**src/design/wcc_pkg.sv**
```systemverilog
// Washer controller package: operation codes, motor levels, register indexes
// and reset values. No dependencies.

package wcc_pkg;

   localparam int TIME_BITS_DEFAULT = 10;
   localparam int CSR_INDEX_BITS    = 2;
   localparam int OP_BITS           = 4;
   localparam int LEVEL_BITS        = 2;

   localparam int SHORT_TIME_RESET  = 15;
   localparam int MEDIUM_TIME_RESET = 30;
   localparam int LONG_TIME_RESET   = 45;
   localparam int CYCLE_TIME_RESET  = 30;

   typedef enum logic [OP_BITS-1:0] {
      OP_TICK          = 4'd0,
      OP_SELECT_CYCLE  = 4'd1,
      OP_TOGGLE_DOOR   = 4'd2,
      OP_OPEN_DOOR     = 4'd3,
      OP_CLOSE_DOOR    = 4'd4,
      OP_FILL          = 4'd5,
      OP_ABORT         = 4'd6,
      OP_START         = 4'd7,
      OP_PAUSE         = 4'd8,
      OP_RESUME        = 4'd9,
      OP_PAUSE_SWITCH  = 4'd10,
      OP_SET_TIME      = 4'd11
   } op_type;

   typedef enum logic [LEVEL_BITS-1:0] {
      LVL_OFF  = 2'd0,
      LVL_LOW  = 2'd1,
      LVL_MED  = 2'd2,
      LVL_FULL = 2'd3
   } level_type;

   typedef enum logic [CSR_INDEX_BITS-1:0] {
      CSR_SHORT_TIME  = 2'd0,
      CSR_MEDIUM_TIME = 2'd1,
      CSR_LONG_TIME   = 2'd2
   } csr_index_type;

endpackage

```
**src/design/wash_cycle_controller_top.sv**
```systemverilog
// Washer controller top level: request register, event and main-loop logic,
// response register. Depends on wcc_pkg.
//
// An accepted request enters the request register; its response enters the
// response register once that is empty or its response is taken. Throughput:
// one request per cycle while responses are taken; the state update is a single
// pass of flag logic and constant-multiple compares between the two registers.
// Reset (synchronous, active high): flags clear, door open, times load 30,
// cycle table loads 15/30/45, table index 0, motor off, both registers empty.

module wash_cycle_controller_top #(
   parameter int TIME_BITS = wcc_pkg::TIME_BITS_DEFAULT
) (
   input  logic                                 clock,
   input  logic                                 reset,
   // requests
   input  logic                                 req_valid,
   output logic                                 req_ready,
   input  logic [wcc_pkg::OP_BITS-1:0]          req_operation,
   input  logic [TIME_BITS-1:0]                 req_new_time,
   // responses
   output logic                                 rsp_valid,
   input  logic                                 rsp_ready,
   output logic [wcc_pkg::LEVEL_BITS-1:0]       rsp_motor_level,
   output logic                                 rsp_running,
   output logic                                 rsp_door_closed,
   output logic                                 rsp_detergent_filled,
   output logic                                 rsp_aborted,
   output logic                                 rsp_completed,
   output logic signed [TIME_BITS:0]            rsp_time_left,
   output logic [TIME_BITS-1:0]                 rsp_total_time,
   // register writes
   input  logic                                 csr_valid,
   output logic                                 csr_ready,
   input  logic [wcc_pkg::CSR_INDEX_BITS-1:0]   csr_index,
   input  logic [TIME_BITS-1:0]                 csr_data
);

   localparam int PROD_BITS = TIME_BITS + 4;

   // cycle table
   logic [TIME_BITS-1:0] short_time_ff, medium_time_ff, long_time_ff;

   // request register
   logic                         in_vld_ff, in_vld_in;
   logic [wcc_pkg::OP_BITS-1:0]  in_op_ff;
   logic [TIME_BITS-1:0]         in_time_ff;

   // controller state
   logic                         door_ff, door_in;
   logic                         fill_ff, fill_in;
   logic                         run_ff, run_in;
   logic                         abort_ff, abort_in;
   logic                         done_ff, done_in;
   logic signed [TIME_BITS:0]    rem_ff, rem_in;
   logic [TIME_BITS-1:0]         cyc_ff, cyc_in;
   logic [1:0]                   idx_ff, idx_in;
   logic [wcc_pkg::LEVEL_BITS-1:0] lvl_ff, lvl_in;

   // response register
   logic                         rsp_vld_ff, rsp_vld_in;

   logic                         advance;
   logic [1:0]                   sel_idx;
   logic                         rem_pos, rem_zero;
   logic [PROD_BITS-1:0]         rem_x10, cyc_x7, cyc_x2;

   assign csr_ready = 1'b1;
   assign advance   = in_vld_ff && (!rsp_vld_ff || rsp_ready);
   assign req_ready = !in_vld_ff || advance;
   assign rsp_valid = rsp_vld_ff;

   always_comb begin
      in_vld_in = in_vld_ff;
      if (req_valid && req_ready) begin
         in_vld_in = 1'b1;
      end else if (advance) begin
         in_vld_in = 1'b0;
      end
      rsp_vld_in = rsp_vld_ff;
      if (advance) begin
         rsp_vld_in = 1'b1;
      end else if (rsp_ready) begin
         rsp_vld_in = 1'b0;
      end
   end

   // event first, then the main-loop rule
   always_comb begin
      door_in  = door_ff;
      fill_in  = fill_ff;
      run_in   = run_ff;
      abort_in = abort_ff;
      done_in  = done_ff;
      rem_in   = rem_ff;
      cyc_in   = cyc_ff;
      idx_in   = idx_ff;
      lvl_in   = lvl_ff;
      sel_idx  = (idx_ff == 2'd3) ? 2'd0 : idx_ff;

      case (in_op_ff)
         wcc_pkg::OP_TICK: begin
            if (!abort_ff && run_ff && !rem_ff[TIME_BITS] && (rem_ff != '0)) begin
               rem_in = rem_ff - 1'b1;
            end
         end
         wcc_pkg::OP_SELECT_CYCLE: begin
            if (!abort_ff) begin
               case (sel_idx)
                  2'd0:    cyc_in = short_time_ff;
                  2'd1:    cyc_in = medium_time_ff;
                  default: cyc_in = long_time_ff;
               endcase
               rem_in = $signed({1'b0, cyc_in});
               idx_in = sel_idx + 2'd1;
            end
         end
         wcc_pkg::OP_TOGGLE_DOOR: begin
            if (!abort_ff && !run_ff) door_in = !door_ff;
         end
         wcc_pkg::OP_OPEN_DOOR: begin
            if (!run_ff) door_in = 1'b0;
         end
         wcc_pkg::OP_CLOSE_DOOR: begin
            door_in = 1'b1;
         end
         wcc_pkg::OP_FILL: begin
            if (!abort_ff && !door_ff && !run_ff) fill_in = 1'b1;
         end
         wcc_pkg::OP_ABORT: begin
            abort_in = 1'b1;
            run_in   = 1'b0;
            rem_in   = '0;
         end
         wcc_pkg::OP_START: begin
            if (!done_ff && !abort_ff && fill_ff && door_ff) run_in = 1'b1;
         end
         wcc_pkg::OP_PAUSE: begin
            if (!abort_ff) run_in = 1'b0;
         end
         wcc_pkg::OP_RESUME: begin
            if (!abort_ff && fill_ff && door_ff) run_in = 1'b1;
         end
         wcc_pkg::OP_PAUSE_SWITCH: begin
            if (run_ff) begin
               run_in = 1'b0;
            end else if (!abort_ff && fill_ff && door_ff) begin
               run_in = 1'b1;
            end
         end
         wcc_pkg::OP_SET_TIME: begin
            cyc_in = in_time_ff;
            rem_in = $signed({1'b0, in_time_ff});
         end
         default: ;
      endcase

      // 10*rem against 7*total and 2*total, exact
      rem_pos  = !rem_in[TIME_BITS] && (rem_in != '0);
      rem_zero = (rem_in == '0);
      rem_x10  = ({4'b0, rem_in[TIME_BITS-1:0]} << 3) + ({4'b0, rem_in[TIME_BITS-1:0]} << 1);
      cyc_x7   = ({4'b0, cyc_in} << 3) - {4'b0, cyc_in};
      cyc_x2   = {4'b0, cyc_in} << 1;

      if (abort_in) begin
         lvl_in = wcc_pkg::LVL_OFF;
         run_in = 1'b0;
      end else if (run_in) begin
         if (rem_pos) begin
            if (rem_x10 > cyc_x7) begin
               lvl_in = wcc_pkg::LVL_LOW;
            end else if (rem_x10 > cyc_x2) begin
               lvl_in = wcc_pkg::LVL_MED;
            end else begin
               lvl_in = wcc_pkg::LVL_FULL;
            end
         end else if (rem_zero) begin
            lvl_in  = wcc_pkg::LVL_OFF;
            rem_in  = '1;
            run_in  = 1'b0;
            done_in = 1'b1;
         end
         // negative time after completion: level holds
      end else begin
         lvl_in = wcc_pkg::LVL_OFF;
      end
   end

   always_ff @(posedge clock) begin
      if (reset) begin
         short_time_ff  <= TIME_BITS'(wcc_pkg::SHORT_TIME_RESET);
         medium_time_ff <= TIME_BITS'(wcc_pkg::MEDIUM_TIME_RESET);
         long_time_ff   <= TIME_BITS'(wcc_pkg::LONG_TIME_RESET);
         in_vld_ff      <= 1'b0;
         rsp_vld_ff     <= 1'b0;
         door_ff        <= 1'b0;
         fill_ff        <= 1'b0;
         run_ff         <= 1'b0;
         abort_ff       <= 1'b0;
         done_ff        <= 1'b0;
         rem_ff         <= (TIME_BITS+1)'(wcc_pkg::CYCLE_TIME_RESET);
         cyc_ff         <= TIME_BITS'(wcc_pkg::CYCLE_TIME_RESET);
         idx_ff         <= 2'd0;
         lvl_ff         <= wcc_pkg::LVL_OFF;
      end else begin
         if (csr_valid && csr_ready) begin
            case (csr_index)
               wcc_pkg::CSR_SHORT_TIME:  short_time_ff  <= csr_data;
               wcc_pkg::CSR_MEDIUM_TIME: medium_time_ff <= csr_data;
               wcc_pkg::CSR_LONG_TIME:   long_time_ff   <= csr_data;
               default: ;
            endcase
         end
         in_vld_ff  <= in_vld_in;
         rsp_vld_ff <= rsp_vld_in;
         if (advance) begin
            door_ff  <= door_in;
            fill_ff  <= fill_in;
            run_ff   <= run_in;
            abort_ff <= abort_in;
            done_ff  <= done_in;
            rem_ff   <= rem_in;
            cyc_ff   <= cyc_in;
            idx_ff   <= idx_in;
            lvl_ff   <= lvl_in;
         end
      end
   end

   // payload registers
   always_ff @(posedge clock) begin
      if (req_valid && req_ready) begin
         in_op_ff   <= req_operation;
         in_time_ff <= req_new_time;
      end
      if (advance) begin
         rsp_motor_level      <= lvl_in;
         rsp_running          <= run_in;
         rsp_door_closed      <= door_in;
         rsp_detergent_filled <= fill_in;
         rsp_aborted          <= abort_in;
         rsp_completed        <= done_in;
         rsp_time_left        <= rem_in;
         rsp_total_time       <= cyc_in;
      end
   end

`ifndef NO_ASSERTIONS
   a_abort_sticky: assert property (@(posedge clock) disable iff (reset)
      abort_ff |=> abort_ff)
      else $error("abort flag cleared without reset");

   a_idle_motor_off: assert property (@(posedge clock) disable iff (reset)
      rsp_vld_ff && !rsp_running |-> rsp_motor_level == wcc_pkg::LVL_OFF)
      else $error("motor on while not running");

   a_abort_stops: assert property (@(posedge clock) disable iff (reset)
      rsp_vld_ff && rsp_aborted |-> !rsp_running)
      else $error("running after abort");

   a_request_held: assert property (@(posedge clock) disable iff (reset)
      in_vld_ff && !advance |=> in_vld_ff && $stable(in_op_ff) && $stable(in_time_ff))
      else $error("stalled request lost");
`endif

endmodule

```
**config.mk**
```make
export PLATFORM = sky130hd
export DESIGN_NAME = wash_cycle_controller_top
export DESIGN_NICKNAME = d
export VERILOG_FILES = /design/src/design/wcc_pkg.sv /design/src/design/wash_cycle_controller_top.sv
export SDC_FILE = /design/constraint.sdc
export NUM_CORES = 1
export LEC_CHECK = 0
export BUFFER_PORTS_ARGS = -buffer_cell sky130_fd_sc_hd__buf_4
export CAP_MARGIN = 30
export CORE_ASPECT_RATIO = 1.2
export CORE_MARGIN = 1
export CORE_UTILIZATION = 65
export DETAILED_ROUTE_END_ITERATION = 12
export PLACE_DENSITY_LB_ADDON = 0.08
export SYNTH_ARGS = -nofsm -noshare
export SYNTH_HDL_FRONTEND = slang
export SYNTH_SLANG_ARGS = --single-unit
export TNS_END_PERCENT = 50
```
**constraint.sdc**
```tcl
create_clock -name clock -period 9.95 [get_ports clock]
set_input_delay 0.4975 -clock clock [delete_from_list [all_inputs] [get_ports clock]]
set_output_delay 0.4975 -clock clock [all_outputs]
set_load 0.02 [all_outputs]
```
# [Word level (Yosys, flattened, before mapping)]
# Cells that the tools add are included.
[word_totals] regBits=104 input_bits=31 elab_cells=123
[classes] addsub=4 order_cmp=2 n_eq_ne=15 mux=41 bitwise_logic=1 reduce_logical=36
[op_table] cell="11-bit 2-to-1 mux" n=6
[op_table] cell="11-bit one-hot mux with 4 select lines" n=1
[op_table] cell="10-bit one-hot mux with 2 select lines" n=2
[op_table] cell="1-bit 2-to-1 mux" n=23
[op_table] cell="11-bit nonzero test" n=2
[op_table] cell="4-bit by 3-bit == test with 1-bit output, second input constant" n=4
[op_table] cell="4-bit == test, second input constant" n=4
[op_table] cell="13-bit by 11-bit adder with 14-bit output" n=1
[op_table] cell="14-bit by 11-bit greater-than comparator with 1-bit output" n=1
[op_table] cell="14-bit greater-than comparator" n=1
[op_table] cell="1-bit logical AND" n=14
[op_table] cell="13-bit by 10-bit subtractor with 14-bit output" n=1
[op_table] cell="2-bit 2-to-1 mux" n=6
[op_table] cell="11-bit logical NOT" n=1
[op_table] cell="11-bit by 1-bit subtractor with 11-bit output, second input constant" n=1
[op_table] cell="10-bit 2-to-1 mux" n=1
[op_table] cell="4-bit by 2-bit == test with 1-bit output, second input constant" n=2
[op_table] cell="1-bit logical NOT" n=8
[op_table] cell="2-bit AND reduction" n=3
[op_table] cell="1-bit one-hot mux with 5 select lines" n=1
[op_table] cell="2-bit by 1-bit == test with 1-bit output, second input constant" n=2
[op_table] cell="2-bit == test, second input constant" n=2
[op_table] cell="4-bit by 1-bit == test with 1-bit output, second input constant" n=1
[op_table] cell="2-bit logical NOT" n=2
[op_table] cell="7 further kinds" n=9

# [Depth between registers and ports, before layout]
[logic_depth] word_depth=13 depth_mapped=26 ltp_nobuf=25

# [Worst setup path after synthesis]
# Ideal clock, no wire load.
[synth_path] path_type="reg-to-reg" from="register rem_ff[0]" to="register rsp_motor_level[0] (netlist name), data pin" arrival_time_ps=4829 required_ps=9690 path_slack_ps=4862 path_stages_with_launch=25 path_buffers=0 period_less_slack_ps=5088 path_cell_list="dfxtp_1 > inv_1 > ha_1 > nor3b_1 > a31oi_1 > or2_2 > a221o_1 > o21ai_1 > inv_1 > ha_1 > a21oi_1 > a21oi_1 > o21ai_0 > o21bai_1 > a21oi_1 > xnor2_1 > ha_1 > nor2b_1 > o21ai_0 > nand2b_1 > a2111oi_0 > nand2_1 > a21oi_1 > o311a_1 > a21oi_1"
[synth_between] elab_chain_len=11 word_cells_on_any_way=19 classes_between="add/sub: 2; order compare: 2; mux: 9; reduce/logical: 6"
[synth_lines] element="start: declaration" line="wash_cycle_controller_top.sv:55" text="logic signed [TIME_BITS:0] rem_ff, rem_in;"
[synth_lines] element="start signal: assignment" line="wash_cycle_controller_top.sv:201" text="rem_ff <= (TIME_BITS+1)'(wcc_pkg::CYCLE_TIME_RESET);"
[synth_lines] element="start signal: assignment" line="wash_cycle_controller_top.sv:222" text="rem_ff <= rem_in;"
[synth_lines] element="parallel branches: the longest is 3 deep, another holds 11-bit by 1-bit subtractor with 11-bit output"
[synth_lines] element="11-bit one-hot mux with 4 select lines *" line="wash_cycle_controller_top.sv:101" text="case (in_op_ff)"
[synth_lines] element="13-bit by 11-bit adder with 14-bit output" line="wash_cycle_controller_top.sv:161" text="rem_x10 = ({4'b0, rem_in[TIME_BITS-1:0]} << 3) + ({4'b0, rem_in[TIME_BITS-1:0]} << 1);"
[synth_lines] element="14-bit by 11-bit greater-than comparator with 1-bit output" line="wash_cycle_controller_top.sv:172" text="end else if (rem_x10 > cyc_x2) begin"
[synth_lines] element="1-bit 2-to-1 mux" line="wash_cycle_controller_top.sv:172"
[synth_lines] element="2-bit 2-to-1 mux" line="wash_cycle_controller_top.sv:170" text="if (rem_x10 > cyc_x7) begin"
[synth_lines] element="2-bit 2-to-1 mux *" line="wash_cycle_controller_top.sv:169" text="if (rem_pos) begin"
[synth_lines] element="2-bit 2-to-1 mux *" line="wash_cycle_controller_top.sv:168" text="end else if (run_in) begin"
[synth_lines] element="2-bit 2-to-1 mux *" line="wash_cycle_controller_top.sv:165" text="if (abort_in) begin"
[synth_lines] element="named net lvl_in, one bit" line="wash_cycle_controller_top.sv:58" text="logic [wcc_pkg::LEVEL_BITS-1:0] lvl_ff, lvl_in;"
[synth_lines] element="end signal: assignment" line="wash_cycle_controller_top.sv:237" text="rsp_motor_level <= lvl_in;"
[synth_lines] element="end: declaration" line="wash_cycle_controller_top.sv:24" text="output logic [wcc_pkg::LEVEL_BITS-1:0] rsp_motor_level,"
# Mark *: on every way through the listed nets, which the timed path passes.
# A chain may end at the register's enable or synchronous reset.

# [Final worst setup path]
[layout_path] from="register in_op_ff[3] (netlist name)" to="register rsp_motor_level[0] (netlist name), data pin"
[layout_between] elab_chain_len=9 word_cells_on_any_way=26 classes_between="add/sub: 2; order compare: 2; eq/ne: 7; mux: 10; reduce/logical: 5"
[layout_lines] element="start: declaration" line="wash_cycle_controller_top.sv:46" text="logic [wcc_pkg::OP_BITS-1:0] in_op_ff;"
[layout_lines] element="start signal: assignment" line="wash_cycle_controller_top.sv:233" text="in_op_ff <= req_operation;"
[layout_lines] element="4-bit == test (tied with other cells)" line="wash_cycle_controller_top.sv:101"
[layout_lines] element="11-bit one-hot mux with 4 select lines" line="wash_cycle_controller_top.sv:101"
[layout_lines] element="13-bit by 11-bit adder with 14-bit output" line="wash_cycle_controller_top.sv:161"
[layout_lines] element="14-bit by 11-bit greater-than comparator with 1-bit output" line="wash_cycle_controller_top.sv:172"
[layout_lines] element="1-bit 2-to-1 mux" line="wash_cycle_controller_top.sv:172"
[layout_lines] element="2-bit 2-to-1 mux" line="wash_cycle_controller_top.sv:170"
[layout_lines] element="2-bit 2-to-1 mux" line="wash_cycle_controller_top.sv:169"
[layout_lines] element="2-bit 2-to-1 mux" line="wash_cycle_controller_top.sv:168"
[layout_lines] element="2-bit 2-to-1 mux *" line="wash_cycle_controller_top.sv:165"
[layout_lines] element="named net lvl_in, one bit" line="wash_cycle_controller_top.sv:58"
# Mark *: on every way through the listed nets, which the timed path passes. The rest lies on a longest branch.

==> run metrics <==
Final period util 0.660; # DRC 0; vias in the first global route 5754; Clock transition at path regs 0.07 ns; WL per Instance 20.0 um; layout cells sized above 1 0.143; Initial Util 0.667; CP most frequent cell a21oi_1; slowest stage delay, CP 0.88 ns; Slowest-stage cell, CP a2111oi_0; VDD IR-drop max 113 uV; distinct cell type count after synthesis 90; Power Internal 0.000783 W; sw frac 0.339; Port Buffers 60; DIE AREA 0.0107 mm2; mean post-synth cell area 8.88 um2; Total Wirelength 18300 um; CP Buf/Inv Count 1; flops & latches, synth 104; area grow syn2layout 10.9%; Final setup viols 0; Critical Path RT 10.05 ns; postcts setup bufs 0; Via density 6.67; crit-path leading delay family compound AO/OA/AOI/OAI gates; max_slew headroom 0.357; first-pass GRT wire length 28500 um; P_leak 2.99 nW; Die Span X 94.5 um; TritonRoute pass-1 iters 7; maxcap violations 0; GP Congestion 0.953; post-route clock skew 0.00972 ns; Ys Warns 0; top_reg_cell synth dfxtp_1; pwr dens 160 mW/mm2; status completed; vias 6106; critical setup path kind flop to flop; power share of the clock group 0.298; CP cell instances or4b_1 > a2111oi_0 > a211oi_1 > a21oi_1 > nand2_1 > inv_1 > ha_1 > a21oi_1 > nand2_1 > a21oi_1 > a21boi_0 > o21ai_0 > xnor2_1 > ha_1 > and4_1 > nand4_1 > nor2_1 > nand3_1 > nor3b_1 > nor2_1 > a21oi_1 > o311a_1 > a21oi_1; clk buf depth 2; antenna violations before repair 0; max frequency 0.152 GHz; final hold slack 0.317 ns; CP startpoint kind flop; synth top area cells edfxtp_1 (19%), dfxtp_1 (19%), ha_1 (7.3%), nand2_1 (4.9%), a21oi_1 (4.0%); post-synth net total 823; # rows 40; most common cell after layout, fill and taps aside nand2_1; Synth Cell Area 0.00668 mm2; Post-synth EDFFs 42; Data arrival, critical path 6.67 ns; core region area 0.0100 mm2; Switch Pwr 0.000401 W; setup_tns 0 ns; Worst setup EP type flop; Post-CTS Hold Fix Bufs 0; Filler cells 763; GR Util All Layers 0.350; Die Height 113 um; Seq/Total Area, Yosys 0.375; worst hold path type input port to flop; Hold Violations, Final 0; CTS-repair resized insts 0; Worst-Skew Late Latency 0.35 ns; routed wl met3 1210 um; Sink Count 104; total CTS buffers 9; area share of the largest cell type after synthesis 0.189; most frequent cells in the layout nand2_1 (88), buf_4 (64), dfxtp_1 (62); DR WL met2 8990 um; Pins Over Slew Limit 0; initial drt markers 586; Post-Synthesis Cells 752; nets 856; post-synth top area cell edfxtp_1; power share of the combinational group 0.291; worst slew pin tran 0.940 ns; Crit Path Max Fanout 26; Seq pwr share 0.411; DRT antenna net count 0; RSZ-0062 raised after global routing false; async set-reset flop share out of synthesis 0; post-layout min period 6.57 ns; Max Used Layer met4; post-DP HPWL 13500 um; htree depth 3; number of diodes 0; root buffer cell clkbuf_16; gr ovfl total 0; TritonCTS clock tree done; largest net degree at the start of global routing 44; DRT met1 WL 7200 um; # IOs 62
[synth_stat cells (12+ instances only)]
library cell / number
nand2_1: 88
dfxtp_1: 62
nor2_1: 60
a21oi_1: 53
edfxtp_1: 42
inv_1: 40
ha_1: 39
o21ai_0: 34
clkbuf_1: 22
nand3_1: 22
nor3_1: 20
a31oi_1: 13
xnor2_1: 13
mux2i_1: 12
[registers in the layout, summed over array words and instances (netlist names), 4 cells and up]
register and count:
rsp_total_time 10, medium_time_ff 10, cyc_ff 10, in_time_ff 10, short_time_ff 10, rem_ff 11
rsp_time_left 11, long_time_ff 10, in_op_ff 4
[layer usage]
metal / global-route usage / vias to the layer above
li1: - / 2839
met3: 0.0618 / 80
met4: 0.194 / 0
met1: 0.411 / 2888
met2: 0.598 / 299
met5: 0 / -
[worst paths after layout]
| path | from | to | slack, ns | cells past startpoint |
|---|---|---|---|---|
| worst max-delay path | in_op_ff[3]$_DFFE_PP_ | rsp_motor_level[0]$_DFFE_PP_ | 3.38 | 23 |
| worst min-delay path | req_new_time[0] | in_time_ff[0]$_DFFE_PP_ | 0.32 | 1 |
| worst max register to register | in_op_ff[3]$_DFFE_PP_ | rsp_motor_level[0]$_DFFE_PP_ | 3.38 | 23 |
| worst min register to register | medium_time_ff[7]$_SDFFE_PP0P_ | medium_time_ff[7]$_SDFFE_PP0P_ | 0.46 | 2 |
[area by class of cell]
class                      count  area [um2]  share of cell area
multi-input combinational    564        3800               0.513
sequential                   104        2500               0.338
timing repair buffer          65         492              0.0664
clock buffer                   9         225              0.0304
tap                          126         158              0.0213
inverter                      41         154              0.0208
clock inverter                 7        73.8             0.00997
[through the flow]
step	setup slack, ns	util	instance area, um2	power [W]	std cells
finish	3.38	0.740	7400	0.00118	916
global placement	3.68	0.709	7090	0.000818	899
global route	2.97	0.740	7400	0.00123	916
detailed placement	3.56	0.709	7090	0.000832	899
floorplan	4.86	-	6680	0.000735	752
CTS	3.51	0.739	7390	0.00118	915
[power groups by stage]
| stage | sequential, W | clock [W] | combinational (W) |
|---|---|---|---|
| 6_report | 0.000487 | 0.000353 | 0.000345 |
| 5_1_grt | 0.000489 | 0.000370 | 0.000377 |
| 4_1_cts | 0.000486 | 0.000355 | 0.000340 |
| 3_5_place_dp | 0.000496 | 0 | 0.000337 |
| 3_3_place_gp | 0.000495 | 0 | 0.000323 |
| 2_1_floorplan | 0.000493 | 0 | 0.000241 |
[kinds of logic (layout without fill, tap and decap cells)]
family                   count (synthesis)  in the layout  synth area share
AO/OA/AOI/OAI                          211            211             0.233
XOR/XNOR                                19             19            0.0249
adder cells (fa/ha/maj)                 40             40            0.0761
buffers and inverters                   84            122            0.0568
flip-flops                             104            104             0.375
multiplexers                            12             12            0.0180
other                                    1              1          0.000562
AND/OR/NAND/NOR                        281            281             0.216
Power figures use the tool's default switching activity.
